File: src/lzss_decompressor_assert.svh
// Assertion macros for the LZSS decompressor.
// Included by the top level; depends on nothing else.
`ifndef LZSS_DECOMPRESSOR_ASSERT_SVH
`define LZSS_DECOMPRESSOR_ASSERT_SVH

// Same-cycle implication, disabled during reset.
`define LZSS_ASSERT_NOW(label, clock, reset, ante, cons, msg) \
  label: assert property (@(posedge clock) disable iff (reset) (ante) |-> (cons)) \
    else $error(msg);

// Next-cycle implication, disabled during reset.
`define LZSS_ASSERT_NEXT(label, clock, reset, ante, cons, msg) \
  label: assert property (@(posedge clock) disable iff (reset) (ante) |=> (cons)) \
    else $error(msg);

`endif

File: src/lzss_pkg.sv
// Shared types and constants for the LZSS decompressor.
// No dependencies.
package lzss_pkg;

  localparam int WINDOW_DEPTH = 4096;
  localparam int OFFSET_W     = $clog2(WINDOW_DEPTH);

  localparam logic [OFFSET_W-1:0] INIT_POS_RESET = 12'hFEE;

  // Channel payloads
  typedef struct packed {
    logic [7:0] in_byte;
    logic       last_in;
  } in_item_t;

  typedef struct packed {
    logic [7:0] out_byte;
    logic       last_of_run;
  } out_item_t;

  // What the parser makes of the current byte
  typedef enum logic [1:0] {
    TOK_FLAG   = 2'd0,
    TOK_LIT    = 2'd1,
    TOK_MATCH1 = 2'd2,
    TOK_MATCH2 = 2'd3
  } tok_kind_t;

  typedef struct packed {
    tok_kind_t             kind;
    logic [OFFSET_W-1:0]   offset;
    logic [3:0]            len_m3;
  } tok_dec_t;

endpackage

File: src/lzss_parser.sv
// Token parser: flag bits, match phase and pending offset byte.
// Depends on lzss_pkg.
module lzss_parser
  import lzss_pkg::*;
(
  input  logic     clk,
  input  logic     rst,
  input  logic     accept,
  input  in_item_t item,
  output tok_dec_t dec
);

  logic [7:0] flags;
  logic [3:0] flags_left;
  logic       phase;
  logic [7:0] off_lo;

  // classify the incoming byte
  always_comb begin
    dec.offset = {item.in_byte[7:4], off_lo};
    dec.len_m3 = item.in_byte[3:0];
    if (phase) begin
      dec.kind = TOK_MATCH2;
    end else if (flags_left == 4'd0) begin
      dec.kind = TOK_FLAG;
    end else if (flags[0]) begin
      dec.kind = TOK_LIT;
    end else begin
      dec.kind = TOK_MATCH1;
    end
  end

  // parser state; end of stream returns everything to zero
  always_ff @(posedge clk) begin
    if (rst) begin
      flags      <= '0;
      flags_left <= '0;
      phase      <= 1'b0;
      off_lo     <= '0;
    end else if (accept) begin
      if (item.last_in) begin
        flags      <= '0;
        flags_left <= '0;
        phase      <= 1'b0;
        off_lo     <= '0;
      end else begin
        case (dec.kind)
          TOK_FLAG: begin
            flags      <= item.in_byte;
            flags_left <= 4'd8;
          end
          TOK_MATCH1: begin
            off_lo <= item.in_byte;
            phase  <= 1'b1;
          end
          TOK_LIT, TOK_MATCH2: begin
            flags      <= flags >> 1;
            flags_left <= flags_left - 4'd1;
            phase      <= 1'b0;
          end
          default: begin
            phase <= 1'b0;
          end
        endcase
      end
    end
  end

endmodule
File: config.mk
export PLATFORM = sky130hd
export DESIGN_NAME = lzss_parser
export DESIGN_NICKNAME = d
export VERILOG_FILES = /design/src/lzss_decompressor_assert.svh /design/src/lzss_pkg.sv /design/src/lzss_parser.sv
export SDC_FILE = /design/constraint.sdc
export NUM_CORES = 1
export LEC_CHECK = 0
export BUFFER_PORTS_ARGS = -buffer_cell sky130_fd_sc_hd__buf_2
export CORE_MARGIN = 4
export CORE_UTILIZATION = 40
export DETAILED_ROUTE_END_ITERATION = 10
export GPL_TIMING_DRIVEN = 0
export PLACE_DENSITY = 0.67
export RECOVER_POWER = 25
export SYNTH_ARGS = -nofsm -noshare
export SYNTH_HDL_FRONTEND = slang
export SYNTH_SLANG_ARGS = --single-unit
File: constraint.sdc
create_clock -name clk -period 1.5 [get_ports clk]
set_input_delay 0.15 -clock clk [delete_from_list [all_inputs] [get_ports clk]]
set_output_delay 0.15 -clock clk [all_outputs]
set_load 0.01 [all_outputs]
==> results.ini, run 1 <==
[power]
pwr-share-comb_pct = 22.5
internal-power_w = 0.000806
netSwitchingPower_w = 0.000329
p_sw_share_pct = 29.0
leakagePower_nw = 0.572
power_density_nw_per_um2 = 827
seq_power_share_pct = 53.2
clkPwrFrac_pct = 24.2
irDropWorstVdd_mv = 0.476

[global_route]
use_met2_pct = 23.9
use_met1_pct = 18.0
top_usage_layer = met2
grt_overflow = 0
grt_pass1_wl_mm = 3.86
grt.total_usage_pct = 14.0
grtUsageMet3_pct = 2.67
grt_pass1_vias = 893
antenna_found_initial = 0
grt_max_degree = 13

[die]
dieWidth_um = 58.1
coreArea_um2 = 2300
start_util_pct = 43.7
ios = 30
std_cell_rows = 17
dieArea_um2 = 3380
die-height_um = 58.1

[status]
outcome = finished with violations
violations = setup timing

[layout]
layout_common_cells = buf_2 (26), dfxtp_1 (18), nor2_1 (17)
num-fill-cells = 222
finalNetCount = 166
antennaDiodeCount = 0
ff_latch_area_um2 = 424
final_common_cell = buf_2
layout-drive-gt1-share_pct = 46.4
area_delta_synth_final_pct = 36.5
fin_cells = 179
multiInputGateArea_um2 = 557

[timing]
fmax_mhz = 593
finClkSkew_ps = 11.2
worst_slew_pin_slew_ps = 492
rsz0062_at_grt = true
fin_hold_ws_ps = 15.4
final-hold-violation-count = 0
finalWorstSetupSlack_ps = -186
drv_slew = 0
relSlewSlack_pct = 67.2
fin_crit_sh_pct = 112
layout_min_cycle_time_ps = 1690
finalSetupViolCount = 16

[clocking]
numCtsBuffers = 3
clkLatencyLatePin_ps = 300
cts.path.max_buffers = 2
cts_tree = done
cts-root-buf = clkbuf_4
cts.reportedPaths.clkPinSlew_ps = 130
numClockSinks = 21
htree_levels = 1
cts_hold_buffers = 0

[placement]
dpl.hpwl_mm = 1.70
gp_congestion = 0.703
io_buffers = 29
dp.cells = 169

[worst_hold_path]
worst_hold_path_type = in2reg
min_to = flags[0]
hold_start = rst
holdPathStages = 2

[setup_path]
worst-path-max-fanout = 3
crit_arrival_ps = 1540
rrSetupSlack_ps = -150
cp_num_buf_inv = 2
startpoint_type = flop
cpPeakStageDelay_ps = 400
reg2reg_to = flags[5]
timing.rr.start = flags_left[0]
cp_top_family = simple AND/OR/NAND/NOR gates
crit_path_top_delay_cell = or3b_4
r2r_cells = 7
critPathRequiredTime_ps = 1350
path_cells = inv_2 > ha_4 > or3b_4 > a21o_1 > buf_2
crit_type = reg2out
end_kind = primary output

[drt]
drt_wl_total_mm = 2.49
routedWlPerCell_um = 13.9
via_count = 959
vias_per_cell = 5.36
post-route-drc-count = 0
antenna_left = 0
dr.pass1.iters = 4
drt_iter0_markers = 24

[synth]
ys_ff_latch = 21
synth.distinct_cells = 29
yosysWarnings = 0
syn_area_per_cell_um2 = 8.97
synth_cells = 112
syn-num-nets = 126
yosysSeqAreaShare_pct = 41.8
netlist_area_um2 = 1000

[flow_run]
maxCapViolCount = 0

[sequential cells by signal (all words and copies together), names as in the netlist]
name,cells
phase,1
flags,8
off_lo,8
flags_left,4
[Yosys cell counts]
master     n  area (um2)
o21bai_1   2        15.0
nor3_1     9        45.0
buf_2      2        10.0
nand3b_1   1        7.51
dfxtp_1   21         420
or3_4      1        11.3
a21oi_1    6        30.0
a221oi_1   7        61.3
a22oi_1    8        60.1
a21o_1     1        7.51
nor3b_1    1        7.51
a211oi_4   1        20.0
nor2_1    18        67.6
nand2_1    4        15.0
o21ai_0    3        15.0
or3b_4     1        11.3
o21a_1     1        7.51
ha_1       2        25.0
buf_4      9        67.6
nor3_4     1        16.3
clkbuf_1   2        7.51
clkbuf_2   1        5.00
nor3b_2    1        12.5
inv_1      3        11.3
nor4b_1    1        8.76
nand3_1    2        10.0
o21ai_2    1        8.76
nand4b_1   1        8.76
o41a_1     1        11.3
[power by group through the flow]
stage,clock network [W],registers (W),logic (W)
global placement,0,0.000609,0.000215
finish,0.000275,0.000604,0.000256
floorplan,0,0.000609,0.000149
global route,0.000307,0.000607,0.000279
CTS,0.000280,0.000602,0.000231
detailed placement,0,0.000610,0.000219
[layout make-up]
cell class,instances,area share (%)
clock inverters,1,0.365
clock buffers,3,1.64
well taps,28,2.55
multi-input cells,74,40.6
repair buffers,36,16.1
flip-flops and latches,21,30.9
inverters,3,0.821
plain buffers,13,6.93
[per-stage QoR]
step | total power, W | cell area [um2] | TNS [ps] | utilization (%) | setup WS (ps)
6_report | 0.00113 | 1370 | -1440 | 59.7 | -186
5_1_grt | 0.00119 | 1370 | -3240 | 59.7 | -253
4_1_cts | 0.00111 | 1290 | -2280 | 56.0 | -200
2_1_floorplan | 0.000758 | 1030 | -793 | - | -107
3_5_place_dp | 0.000829 | 1210 | -3400 | 52.7 | -297
3_3_place_gp | 0.000824 | 1210 | -2950 | 52.7 | -270
[worst register-to-register path, cell delays in order, from the launching register on]
cell and delay, ps:
dfxtp_2 340, inv_2 70, ha_4 140, or3b_4 400
a211oi_4 250, buf_12 160, a221oi_1 70, nor3_1 150
[how the worst max path moves through the flow]
stage	slack, ps	startpoint	cells past startpoint	end
2_1_floorplan	-110	flags_left[0]	6	flags[1]
3_3_place_gp	-270	flags_left[0]	6	flags[5]
3_5_place_dp	-300	flags_left[0]	6	flags[1]
4_1_cts	-200	flags_left[0]	7	flags[4]
5_1_grt	-250	flags_left[0]	7	flags[4]
6_report	-190	flags_left[0]	5	dec[16]
[cell families (layout without fill, tap and decap cells)]
kind of cell             Yosys count  count (layout)  synth area share, %
buffers and inverters             17              56                 10.1
flip-flops                        21              21                 41.8
adder cells (fa/ha/maj)            2               2                 2.49
AO/OA/AOI/OAI                     31              31                 23.5
AND/OR/NAND/NOR                   41              41                 22.0
[repair_timing]
action	4_1_cts	5_1_grt
setup buffers	4	3
resized for setup	5	12
cloned	0	0
pin swaps	6	8
setup endpoints to repair	22	22
[metal layers]
metal  routed length, um  share of wire, %  vias up
li1                    -                 -      477
met1                1130                45      456
met2                1220                49       24
met3                 131               5.3        2
met4                  14              0.56        0
met5                   0                 0        -
Power figures use the tool's default switching activity.
==> inputs of run 2 (changes only) <==
CORE_UTILIZATION = 44   (was 40)
PLACE_DENSITY = 0.73   (was 0.67)
==> results.ini, run 2 (synthesis results as in run 1) <==
[placement]
gp_congestion = 0.740  ; +5.2%
dp.cells = 169  ; unchanged
dpl.hpwl_mm = 1.67  ; -2.3%
io_buffers = 29  ; unchanged

[die]
die-height_um = 55.8  ; -4.0%
coreArea_um2 = 2190  ; -4.6%
dieWidth_um = 55.8  ; -4.0%
dieArea_um2 = 3110  ; -7.9%
start_util_pct = 45.9  ; +2.1 points
ios = 30  ; unchanged
std_cell_rows = 17  ; unchanged

[setup_path]
end_kind = flop
path_cells = inv_2 > ha_4 > or3b_4 > a211oi_4 > buf_6 > buf_4 > o21ai_2 > a21oi_1
critPathRequiredTime_ps = 1740  ; +390 ps
cp_top_family = compound AO/OA/AOI/OAI gates
cp_num_buf_inv = 3  ; +1
crit_arrival_ps = 1950  ; +410 ps
cpPeakStageDelay_ps = 390  ; about the same
startpoint_type = flop
crit_path_top_delay_cell = or3b_4
timing.rr.start = flags_left[1]
crit_type = reg2reg
crit_start = flags_left[1]
worst-path-max-fanout = 7  ; +4
rrSetupSlack_ps = -210  ; -60 ps

[power]
netSwitchingPower_w = 0.000347  ; +5.6%
clkPwrFrac_pct = 23.1  ; -1.1 points
pwr-share-comb_pct = 25.4  ; +2.9 points
power_density_nw_per_um2 = 792  ; -4.3%
internal-power_w = 0.000833  ; +3.4%
p_sw_share_pct = 29.4  ; +0.42 points
leakagePower_nw = 0.623  ; +8.9%
irDropWorstVdd_mv = 0.868  ; +83%
seq_power_share_pct = 51.5  ; -1.7 points

[clocking]
cts-root-buf = clkbuf_4
cts.reportedPaths.clkPinSlew_ps = 120  ; about the same
cts_tree = done
numClockSinks = 21  ; unchanged
clkLatencyLatePin_ps = 300  ; about the same
numCtsBuffers = 3  ; unchanged
cts.path.max_buffers = 2  ; unchanged
htree_levels = 1  ; unchanged
cts_hold_buffers = 0  ; unchanged

[drt]
antenna_left = 0  ; unchanged
routedWlPerCell_um = 14.7  ; +5.9%
via_count = 1032  ; +7.6%
drt_iter0_markers = 20  ; -17%
drt_wl_total_mm = 2.75  ; +11%
vias_per_cell = 5.52  ; +3.0%
post-route-drc-count = 0  ; unchanged
dr.pass1.iters = 6  ; +2

[layout]
reg_top3 = flags: 8 flops, off_lo: 8 flops, flags_left: 4 flops
layout_common_cells = buf_2 (25), buf_4 (19), dfxtp_1 (18)
antennaDiodeCount = 0  ; unchanged
finish.utilization_pct = 68.0  ; +8.3 points
ff_latch_area_um2 = 424  ; unchanged
num-fill-cells = 178  ; -20%
area_delta_synth_final_pct = 48.3
final_common_cell = buf_2
layout-drive-gt1-share_pct = 54.7  ; +8.4 points
finalNetCount = 174  ; +4.8%
fin_cells = 187  ; +4.5%
multiInputGateArea_um2 = 616  ; +11%

[worst_hold_path]
worst_hold_path_type = in2reg
hold_start = rst

[timing]
finalWorstSetupSlack_ps = -210  ; -23.6 ps
fin_crit_sh_pct = 114  ; +1.6 points
finClkSkew_ps = 6.85  ; -4.35 ps
layout_min_cycle_time_ps = 1710  ; +23.6 ps
worst_slew_pin_slew_ps = 481  ; -10.9 ps
finalSetupViolCount = 21  ; +5
drv_slew = 0  ; unchanged
final-hold-violation-count = 0  ; unchanged
rsz0062_at_grt = true
fmax_mhz = 585  ; -1.4%
relSlewSlack_pct = 67.9  ; +0.73 points
setup_tns_ps = -2220  ; -781 ps

[status]
violations = setup timing
outcome = finished with violations

[global_route]
grt.total_usage_pct = 17.8  ; +3.8 points
grt_max_degree = 12  ; -1
grt_overflow = 0  ; unchanged
grt_pass1_vias = 971  ; +8.7%
antenna_found_initial = 0  ; unchanged
grt_pass1_wl_mm = 4.55  ; +18%

[flow_run]
maxCapViolCount = 0  ; unchanged

run 2: cell types whose count changed in the layout (fill, tap and decap cells not counted), sizes merged:
cell / change
clkinv: -1
clkbuf: +1
buf: +8
run 2: through the flow:
stage               cell area, um2  setup slack (ps)  total power [W]  hold slack, ps
floorplan                     1030              -107         0.000758             229
global placement              1210              -272         0.000823             349
detailed placement            1210              -328         0.000829             357
CTS                           1400              -189          0.00115            23.0
global route                  1490              -283          0.00125            16.3
finish                        1490              -210          0.00118            31.8
run 2: layout make-up:
type / instances / area share (%)
Multi-Input combinational cell: 74 / 41.3
Sequential cell: 21 / 28.5
Timing Repair Buffer: 45 / 19.3
Buffer: 12 / 6.05
Tap cell: 28 / 2.35
Clock buffer: 4 / 1.76
Inverter: 3 / 0.756
run 2: worst paths after layout:
check	end	cells after the start
max	flags_left[3]	8
min	flags[0]	2
max reg2reg	flags_left[3]	8
min reg2reg	flags[7]	2
run 2: timing repair:
| item | CTS | global route |
|---|---|---|
| pin swaps | 17 | 20 |
| setup endpoints to repair | 23 | 23 |
| gates resized for setup | 14 | 19 |
| setup buffers | 11 | 6 |
| cloned | 1 | 0 |
run 2: routing by layer:
layer	global-route usage (%)	vias to the layer above	wire length, um	part of all wire, %
met5	0	-	0	0
met4	5.90	0	35	1.3
met3	5.10	4	163	5.9
met2	29.7	30	1450	53
met1	21.9	505	1100	40
li1	-	493	-	-
run 2: power groups by stage:
| stage | Sequential, W | Clock [W] | Combinational, W |
|---|---|---|---|
| 3_5_place_dp | 0.000610 | 0 | 0.000219 |
| 3_3_place_gp | 0.000609 | 0 | 0.000214 |
| 5_1_grt | 0.000612 | 0.000315 | 0.000327 |
| 6_report | 0.000608 | 0.000272 | 0.000300 |
| 2_1_floorplan | 0.000609 | 0 | 0.000149 |
| 4_1_cts | 0.000598 | 0.000284 | 0.000269 |
==> inputs of run 3 (changes only) <==
SETUP_SLACK_MARGIN = 0.05   (was default)
==> results.ini, run 3 (synthesis results as in run 1) <==
[status]
outcome = finished with violations
violations = setup timing

[timing]
rsz0062_at_grt = true
fmax_mhz = 579  ; -0.96%
layout_min_cycle_time_ps = 1730  ; +16.6 ps
finalSetupViolCount = 23  ; +9.5%
finClkSkew_ps = 4.62  ; -2.22 ps
finalWorstSetupSlack_ps = -227  ; -16.6 ps
relSlewSlack_pct = 67.8  ; -0.14 points
fin_crit_sh_pct = 115  ; +1.1 points
drv_slew = 0  ; unchanged
worst_slew_pin_slew_ps = 483  ; +2.04 ps
final-hold-violation-count = 0  ; unchanged
setup_tns_ps = -3740  ; -1520 ps

[clocking]
numClockSinks = 21  ; unchanged
clkLatencyLatePin_ps = 300  ; about the same
numCtsBuffers = 3  ; unchanged
htree_levels = 1  ; unchanged
cts_tree = done
cts.reportedPaths.clkPinSlew_ps = 120  ; about the same
cts-root-buf = clkbuf_4
cts.path.max_buffers = 2  ; unchanged

[placement]
gp_congestion = 0.769  ; +3.9%
io_buffers = 29  ; unchanged
dpl.hpwl_mm = 1.66  ; -0.17%
dp.cells = 169  ; unchanged

[drt]
drt_wl_total_mm = 2.57  ; -6.7%
routedWlPerCell_um = 13.7  ; -6.7%
dr.pass1.iters = 4  ; -2
vias_per_cell = 5.28  ; -4.4%
via_count = 987  ; -4.4%
antenna_left = 0  ; unchanged
drt_iter0_markers = 25  ; +25%
post-route-drc-count = 0  ; unchanged

[global_route]
grt_overflow = 0  ; unchanged
grt_pass1_wl_mm = 4.36  ; -4.1%
grt_max_degree = 13  ; +1
grt_pass1_vias = 942  ; -3.0%
antenna_found_initial = 0  ; unchanged
grt.total_usage_pct = 17.4  ; -0.45 points

[die]
coreArea_um2 = 2190  ; unchanged
start_util_pct = 45.9  ; unchanged
std_cell_rows = 17  ; unchanged
dieArea_um2 = 3110  ; unchanged
dieWidth_um = 55.8  ; unchanged
ios = 30  ; unchanged
die-height_um = 55.8  ; unchanged

[layout]
layout_common_cells = buf_2 (25), buf_4 (18), dfxtp_1 (18)
fin_cells = 187  ; unchanged
area_delta_synth_final_pct = 44.5
final_common_cell = buf_2
layout-drive-gt1-share_pct = 47.2  ; -7.5 points
finalNetCount = 174  ; unchanged
reg_top3 = flags: 8 flops, off_lo: 8 flops, flags_left: 4 flops
antennaDiodeCount = 0  ; unchanged

[power]
leakagePower_nw = 0.619  ; -0.69%
power_density_nw_per_um2 = 801  ; +1.1%
irDropWorstVdd_mv = 0.575  ; -34%

[worst_hold_path]
min_to = flags[7]
hold_start = item[8]
holdPathStages = 3  ; +1
worst_hold_path_type = in2reg

[setup_path]
rrSetupSlack_ps = -230  ; -20 ps
crit_type = reg2reg
startpoint_type = flop
end_kind = flop
crit_arrival_ps = 1960  ; about the same
r2r_cells = 8  ; unchanged
timing.rr.start = flags_left[0]
reg2reg_to = flags[5]
worst-path-max-fanout = 4  ; -3
critPathRequiredTime_ps = 1730  ; about the same

[flow_run]
maxCapViolCount = 0  ; unchanged

## run 3: layout make-up
type / instances / area, um2
inverters: 3 / 11.3
repair buffers: 44 / 295
clock buffers: 3 / 22.5
plain buffers: 13 / 101
well taps: 28 / 35.0
multi-input cells: 74 / 557
clock inverters: 1 / 5.00
fillers: 188 / 739
flip-flops and latches: 21 / 424
## run 3: worst max path at each step
stage | cells past startpoint | to | startpoint
2_1_floorplan | 6 | flags[1] | flags_left[0]
3_3_place_gp | 6 | flags[6] | flags_left[0]
3_5_place_dp | 6 | flags[6] | flags_left[0]
4_1_cts | 8 | flags[1] | flags_left[1]
5_1_grt | 7 | off_lo[0] | flags_left[0]
6_report | 8 | flags[5] | flags_left[0]
## run 3: routing by layer
metal	up-vias	wire, um	GRT usage (%)
met2	26	1280	28.9
met5	-	0	0
li1	495	-	-
met3	4	110	3.71
met1	462	1140	22.4
met4	0	35	5.21
## run 3: what timing repair did
action / in CTS / in global routing
gates resized for setup: 17 / 6
gates cloned: 3 / 0
endpoints found under the hold margin: 0 / 1
endpoints found under the setup margin: 22 / 23
setup buffers: 11 / 2
pin swaps: 20 / 7
hold buffers: 0 / 1
## run 3: power breakdown
group          leakage (nW)  internal [W]  switching [W]
Clock                0.0177     0.0000994       0.000172
Sequential            0.173      0.000583      0.0000202
Combinational         0.428      0.000144       0.000143
## run 3: through the flow
stage          worst slack (ps)  util (%)  hold slack, ps  power (W)  area (um2)
6_report                   -227      66.2             106    0.00116        1450
5_1_grt                    -307      66.2            68.5    0.00124        1450
4_1_cts                    -212      65.3            9.86    0.00117        1430
3_5_place_dp               -355      55.5             351   0.000832        1220
3_3_place_gp               -279      55.5             346   0.000825        1220
2_1_floorplan              -107         -             229   0.000760        1040
## run 3: worst max-delay path: stages, from the launching register on
cell	delay, ps
dfxtp_2	340
inv_2	70
ha_4	130
or3b_4	390
a211oi_4	220
buf_4	170
buf_16	110
a221oi_1	60
nor3_1	160
